<file path="src/rtl/sst_pkg.sv">
// shared types, constants and codes for the spill slot hash table
package sst_pkg;

   localparam int unsigned TABLE_SLOTS_DEF = 64;
   localparam int unsigned VALUE_BITS_DEF  = 64;
   localparam int unsigned KEY_BITS        = 16;
   localparam int unsigned STAMP_BITS      = 8;
   localparam int unsigned CSR_DATA_BITS   = 64;
   localparam logic [KEY_BITS-1:0]   SPILL_START_RESET = 16'd256;
   localparam logic [STAMP_BITS-1:0] STAMP_NONE        = 8'd255;

   typedef enum logic [2:0] {
      FUNC_SPILL   = 3'd0,
      FUNC_SET     = 3'd1,
      FUNC_RESERVE = 3'd2,
      FUNC_UNSPILL = 3'd3,
      FUNC_REMOVE  = 3'd4,
      FUNC_OLDEST  = 3'd5,
      FUNC_STATS   = 3'd6,
      FUNC_NOP     = 3'd7
   } func_type;

   typedef enum logic [1:0] {
      STATUS_OK       = 2'd0,
      STATUS_NOTFOUND = 2'd1,
      STATUS_FULL     = 2'd2
   } status_type;

   localparam logic CSR_SPILL_START   = 1'b0;
   localparam logic CSR_RESERVE_VALUE = 1'b1;

   // controller to datapath commands
   typedef struct packed {
      logic load_req;     // capture request beat
      logic probe_init;   // start probe at home slot
      logic probe_step;   // advance probe one slot
      logic scan_init;    // start oldest scan at slot 0
      logic scan_step;    // compare and advance scan
      logic rd_issue;     // read slot at probe or scan address
      logic commit;       // apply the operation outcome
      logic rsp_load;     // load result register
   } cmd_type;

   // datapath to controller status
   typedef struct packed {
      logic key_zero;
      logic rd_empty;     // slot read is empty and not a tombstone
      logic rd_match;     // slot read holds the key
      logic probe_last;   // probe has visited every slot
      logic scan_last;
   } sts_type;

endpackage

</file>
<file path="src/rtl/sst_ctrl.sv">
// operation sequencer for the spill slot hash table
module sst_ctrl (
   input  logic              clock,
   input  logic              reset,
   input  logic              req_valid,
   output logic              req_stall,
   output logic              rsp_valid,
   input  logic              rsp_stall,
   input  logic [2:0]        func_q,
   input  sst_pkg::sts_type  sts,
   output sst_pkg::cmd_type  cmd
);
   typedef enum logic [6:0] {
      ST_IDLE  = 7'b0000001,
      ST_START = 7'b0000010,
      ST_READ  = 7'b0000100,
      ST_CHECK = 7'b0001000,
      ST_SCAN  = 7'b0010000,
      ST_DONE  = 7'b0100000,
      ST_RSP   = 7'b1000000
   } state_type;

   state_type state_ff, state_in;
   logic      rsp_valid_ff, rsp_valid_in;
   logic      rsp_free;

   assign rsp_free  = !rsp_valid_ff || !rsp_stall;
   assign req_stall = (state_ff != ST_IDLE);
   assign rsp_valid = rsp_valid_ff;

   always_comb begin
      state_in     = state_ff;
      rsp_valid_in = rsp_valid_ff && rsp_stall;
      cmd          = '0;
      case (state_ff)
         ST_IDLE: begin
            if (req_valid) begin
               cmd.load_req = 1'b1;
               state_in     = ST_START;
            end
         end
         ST_START: begin
            case (func_q)
               sst_pkg::FUNC_SPILL, sst_pkg::FUNC_SET, sst_pkg::FUNC_RESERVE,
               sst_pkg::FUNC_UNSPILL, sst_pkg::FUNC_REMOVE: begin
                  if (sts.key_zero && func_q != sst_pkg::FUNC_SPILL) begin
                     state_in = ST_DONE;
                  end else begin
                     cmd.probe_init = 1'b1;
                     state_in       = ST_READ;
                  end
               end
               sst_pkg::FUNC_OLDEST: begin
                  cmd.scan_init = 1'b1;
                  state_in      = ST_READ;
               end
               default: state_in = ST_DONE;
            endcase
         end
         ST_READ: begin
            cmd.rd_issue = 1'b1;
            state_in     = (func_q == sst_pkg::FUNC_OLDEST) ? ST_SCAN : ST_CHECK;
         end
         ST_CHECK: begin
            if (sts.rd_match || sts.rd_empty || sts.probe_last) begin
               state_in = ST_DONE;
            end else begin
               cmd.probe_step = 1'b1;
               state_in       = ST_READ;
            end
         end
         ST_SCAN: begin
            cmd.scan_step = 1'b1;
            state_in      = sts.scan_last ? ST_DONE : ST_READ;
         end
         ST_DONE: begin
            cmd.commit = 1'b1;
            state_in   = ST_RSP;
         end
         ST_RSP: begin
            if (rsp_free) begin
               cmd.rsp_load = 1'b1;
               rsp_valid_in = 1'b1;
               state_in     = ST_IDLE;
            end
         end
         default: state_in = ST_IDLE;
      endcase
   end

   always_ff @(posedge clock) begin
      if (reset) begin
         state_ff     <= ST_IDLE;
         rsp_valid_ff <= 1'b0;
      end else begin
         state_ff     <= state_in;
         rsp_valid_ff <= rsp_valid_in;
      end
   end
endmodule

</file>
<file path="config.mk">
export PLATFORM = sky130hd
export DESIGN_NAME = sst_ctrl
export DESIGN_NICKNAME = d
export VERILOG_FILES = /design/src/rtl/sst_pkg.sv /design/src/rtl/sst_ctrl.sv
export SDC_FILE = /design/constraint.sdc
export NUM_CORES = 1
export LEC_CHECK = 0
export ABC_AREA = 0
export BUFFER_PORTS_ARGS = -buffer_cell sky130_fd_sc_hd__buf_2
export CORE_AREA = 2 2 39 41
export CTS_CLUSTER_SIZE = 28
export DETAILED_ROUTE_END_ITERATION = 7
export DIE_AREA = 0 0 41 43
export MAX_ROUTING_LAYER = met4
export PLACE_DENSITY = 0.64
export SYNTH_ARGS = -nofsm -noshare
export SYNTH_HDL_FRONTEND = slang
export SYNTH_SLANG_ARGS = --single-unit
</file>
<file path="constraint.sdc">
create_clock -name clock -period 1.6 [get_ports clock]
set_input_delay 0.16 -clock clock [delete_from_list [all_inputs] [get_ports clock]]
set_output_delay 0.16 -clock clock [all_outputs]
set_load 0.03 [all_outputs]
</file>
==> impl_summary.md <==
Status
The checks that failed: negative setup slack. The run finished, with violations left.

GRT
The global-route congestion overflow total is 0. The number of antenna violations at the first check in global routing was 0. The first global-routing pass estimated 1950 µm of wire. The pin count of the biggest net entering global routing is 10.

The via count of the first global-routing pass is 465. Global routing used 16.7% of the available tracks.

STA
After layout, the worst setup slack is -0.0652 ns. The transition time of the tightest slew-check pin is ~0.48 ns. The number of endpoints with negative hold slack in the final report is 0. For this run, the top clock speed supported by timing is 601 MHz. The largest clock skew in the final design is 0.00114 ns.

The worst hold slack is 0.144 ns. The number of failing setup endpoints in the final timing report is 5. In this run the tightest slew margin relative to its limit is between 60% and 70%. Counting I/O delays and the setup requirement, the final critical path takes 1.67 ns.

The number of max-slew violations in the final report came to 0. In the finished design, the share of the clock period the worst path needs comes to 104%. Setup repair after global routing could not meet its margin everywhere.

Placed design
The congestion estimate from routability-driven global placement came to roughly 0.74. The post-DP HPWL is 979 µm. The number of port buffers is 21.

Yosys
The number of storage elements in the synthesis netlist is 8. Counting every net in the synthesized netlist gives roughly 80. The number of instances in the synthesized netlist is 70. Ranked by instance count, the synthesized netlist is headed by dfxtp_1 (8), nor3_1 (8), nand2_1 (5), nand2b_1 (5), nor2_1 (5). By area the synthesized netlist is led by dfxtp_1 (31%), nor3_1 (7.8%), nand2b_1 (6.1%), nand2_1 (3.7%), nor2_1 (3.7%). The prevailing post-synth register cell is dfxtp_1. Counting flops with a built-in enable in the synthesized netlist gives 0. Summing every instance area after synthesis gives 512 µm². The area share of the leading cell type in the synthesized netlist is 31.3%. The share of the yosys chip area belonging to registers is 31.3%. The proportion of register bits with asynchronous set or reset after synthesis is 0%. The number of warnings printed during yosys synthesis is 0. The average cell area after synthesis is 7.31 µm². The post-synthesis cell type with the largest combined area is dfxtp_1. The number of different library cells used by synthesis comes to 29.

Floorplan
The die covers 1760 µm². After floorplanning, the core was divided into 14 placement rows. From left edge to right edge, the die measures 41 µm. The initial utilization of the core area, before any placement, comes to 37.0%. The number of top-level pins is 22. The core area is 1380 µm².

The floorplan step set the die height to 43 µm.

Clocking
The clock root buffer master is clkbuf_4. CTS built an H-tree with a depth of 1. The TritonCTS clock tree is done.

Clock-pin slew was measured on the worst setup and hold paths at around 0.05 ns. The number of sinks on the clock net is 8. The hold buffer count at cts is 0. The later-pin clock latency in the skew report is 0.25 ns. The total CTS buffers is 3.

The worst-case clock buffer depth is 2.

Routing
The average wire length per cell after detail routing is 12.4 µm. The via total after detailed routing is 615. In this run, the number of DRC markers left after iteration 0 of detailed routing was 14.

For this run, design rule violations remaining after detail routing come to 0. The sum of routed wire length over all layers is around 1400 µm. The via density per instance is about 5.4.

Before antenna repair, the detailed router went through 4 iterations. The detail route stage leaves a number of antenna-violating nets equal to 0.

Setup path
The worst setup path is captured at an output port. The critical path in this run is classified as reg2out. The startpoint kind of the worst setup timing path is a flop. The maximum fanout along the worst path is 4. The worst path required time is 1.44 ns. The count of cells along the worst register-to-register path is 5. Data arrives at the worst endpoint at 1.51 ns.

Power and ir drop
Power spread over the standard cell area amounts to 632 nW/µm². After layout, the design draws a total of 0.523 mW. Across the VDD grid, the largest voltage drop is 0.000528 V. Summed over all cells, the static leakage comes to 0.345 nW.

Cells and area
The final net count is 111. The multi-input combinational cells in the finished layout cover a total of 407 µm². The combined flip-flop and latch cell area is 170 µm².

The number of diodes is 0. The synthesis-to-finish area growth is 61.9%. The final-layout fill cell count is 124. Of the cells placed in the final design, the portion with a size suffix greater than 1 is 49.5%.

Worst hold path
The worst hold path belongs to the class in2reg. The number of cells on the worst hold path is 2.

Job
Max-cap violations in this run came to 0.
==> worst paths after layout <==
kind / from / to / slack [ns]
setup / recovery: state_ff[5] / cmd[3] / -0.07
hold / removal: sts[0] / state_ff[5] / 0.14
setup reg to reg: state_ff[5] / state_ff[2] / -0.02
hold reg to reg: rsp_valid / rsp_valid / 0.49
==> where the power goes <==
part           switching, mW  internal [mW]
sequential           0.00702          0.204
clock                 0.0674         0.0857
combinational         0.0882         0.0710
total                  0.163          0.361
==> layout make-up <==
type,instances,share of cell area [%]
clock buffers,3,2.72
inverters,4,1.81
multi-input cells,54,49.1
flip-flops and latches,8,20.5
well taps,16,2.42
repair buffers,28,23.4
==> metal layers <==
| layer | share of wire (%) | up-vias | GRT usage, % |
|---|---|---|---|
| met5 | 0 | - | - |
| met2 | 52 | 17 | 24.1 |
| li1 | - | 313 | - |
| met3 | 5.1 | 0 | 7.85 |
| met4 | 0 | 0 | 4.00 |
| met1 | 43 | 285 | 20.7 |
==> state kept, by name, indices dropped and copies added, names as in the netlist <==
| name | count |
|---|---|
| state_ff | 7 |
| rsp_valid | 1 |
==> cells in the final DEF (no fill, tap or decap), drive strengths merged <==
cell type,synthesis,final
a2111o,1,1
a21boi,1,1
a21oi,3,3
a22o,1,1
and3,2,2
buf,2,27
clkbuf,2,4
dfxtp,8,8
inv,4,4
nand2,5,5
nand2b,5,5
nand3,3,3
nand3b,1,1
nand4b,2,2
nor2,5,5
nor2b,1,1
nor3,8,8
nor4,3,3
nor4b,1,1
o211ai,1,1
o21a,1,1
o21ai,2,2
o221ai,1,1
o22ai,2,2
or3,3,3
or4,1,1
xor2,1,1
==> critical path, stage by stage, from the launching register on <==
cell and delay, ns:
dfxtp_4 0.35, or3_4 0.43, buf_6 0.13, buf_6 0.11, nor2_4 0.10, buf_6 0.14
==> cells by family after synthesis <==
family                 Yosys count  share of synthesized area, %
AND/OR/NAND/NOR                 40                          43.3
AO/OA/AOI/OAI                   13                          17.4
buffers and inverters            8                          6.35
flip-flops                       8                          31.3
XOR/XNOR                         1                          1.71
==> through the flow <==
stage	util, %	setup WS, ns	cell area (µm²)	std cells	setup TNS [ns]
floorplan	-	-0.00357	537	70	-0.00357
global placement	48.2	0.0799	667	106	0
detailed placement	48.2	0.0636	667	106	0
CTS	52.5	-0.0382	727	110	-0.108
global route	59.9	-0.104	828	113	-0.506
finish	59.9	-0.0652	828	113	-0.146
==> repair_timing <==
action,4_1_cts,5_1_grt
buffers inserted,1,3
setup endpoints to repair,6,11
pin swaps,1,3
resized for setup,9,23
hold endpoints to repair,0,0
(Power assumes the default switching activity.)
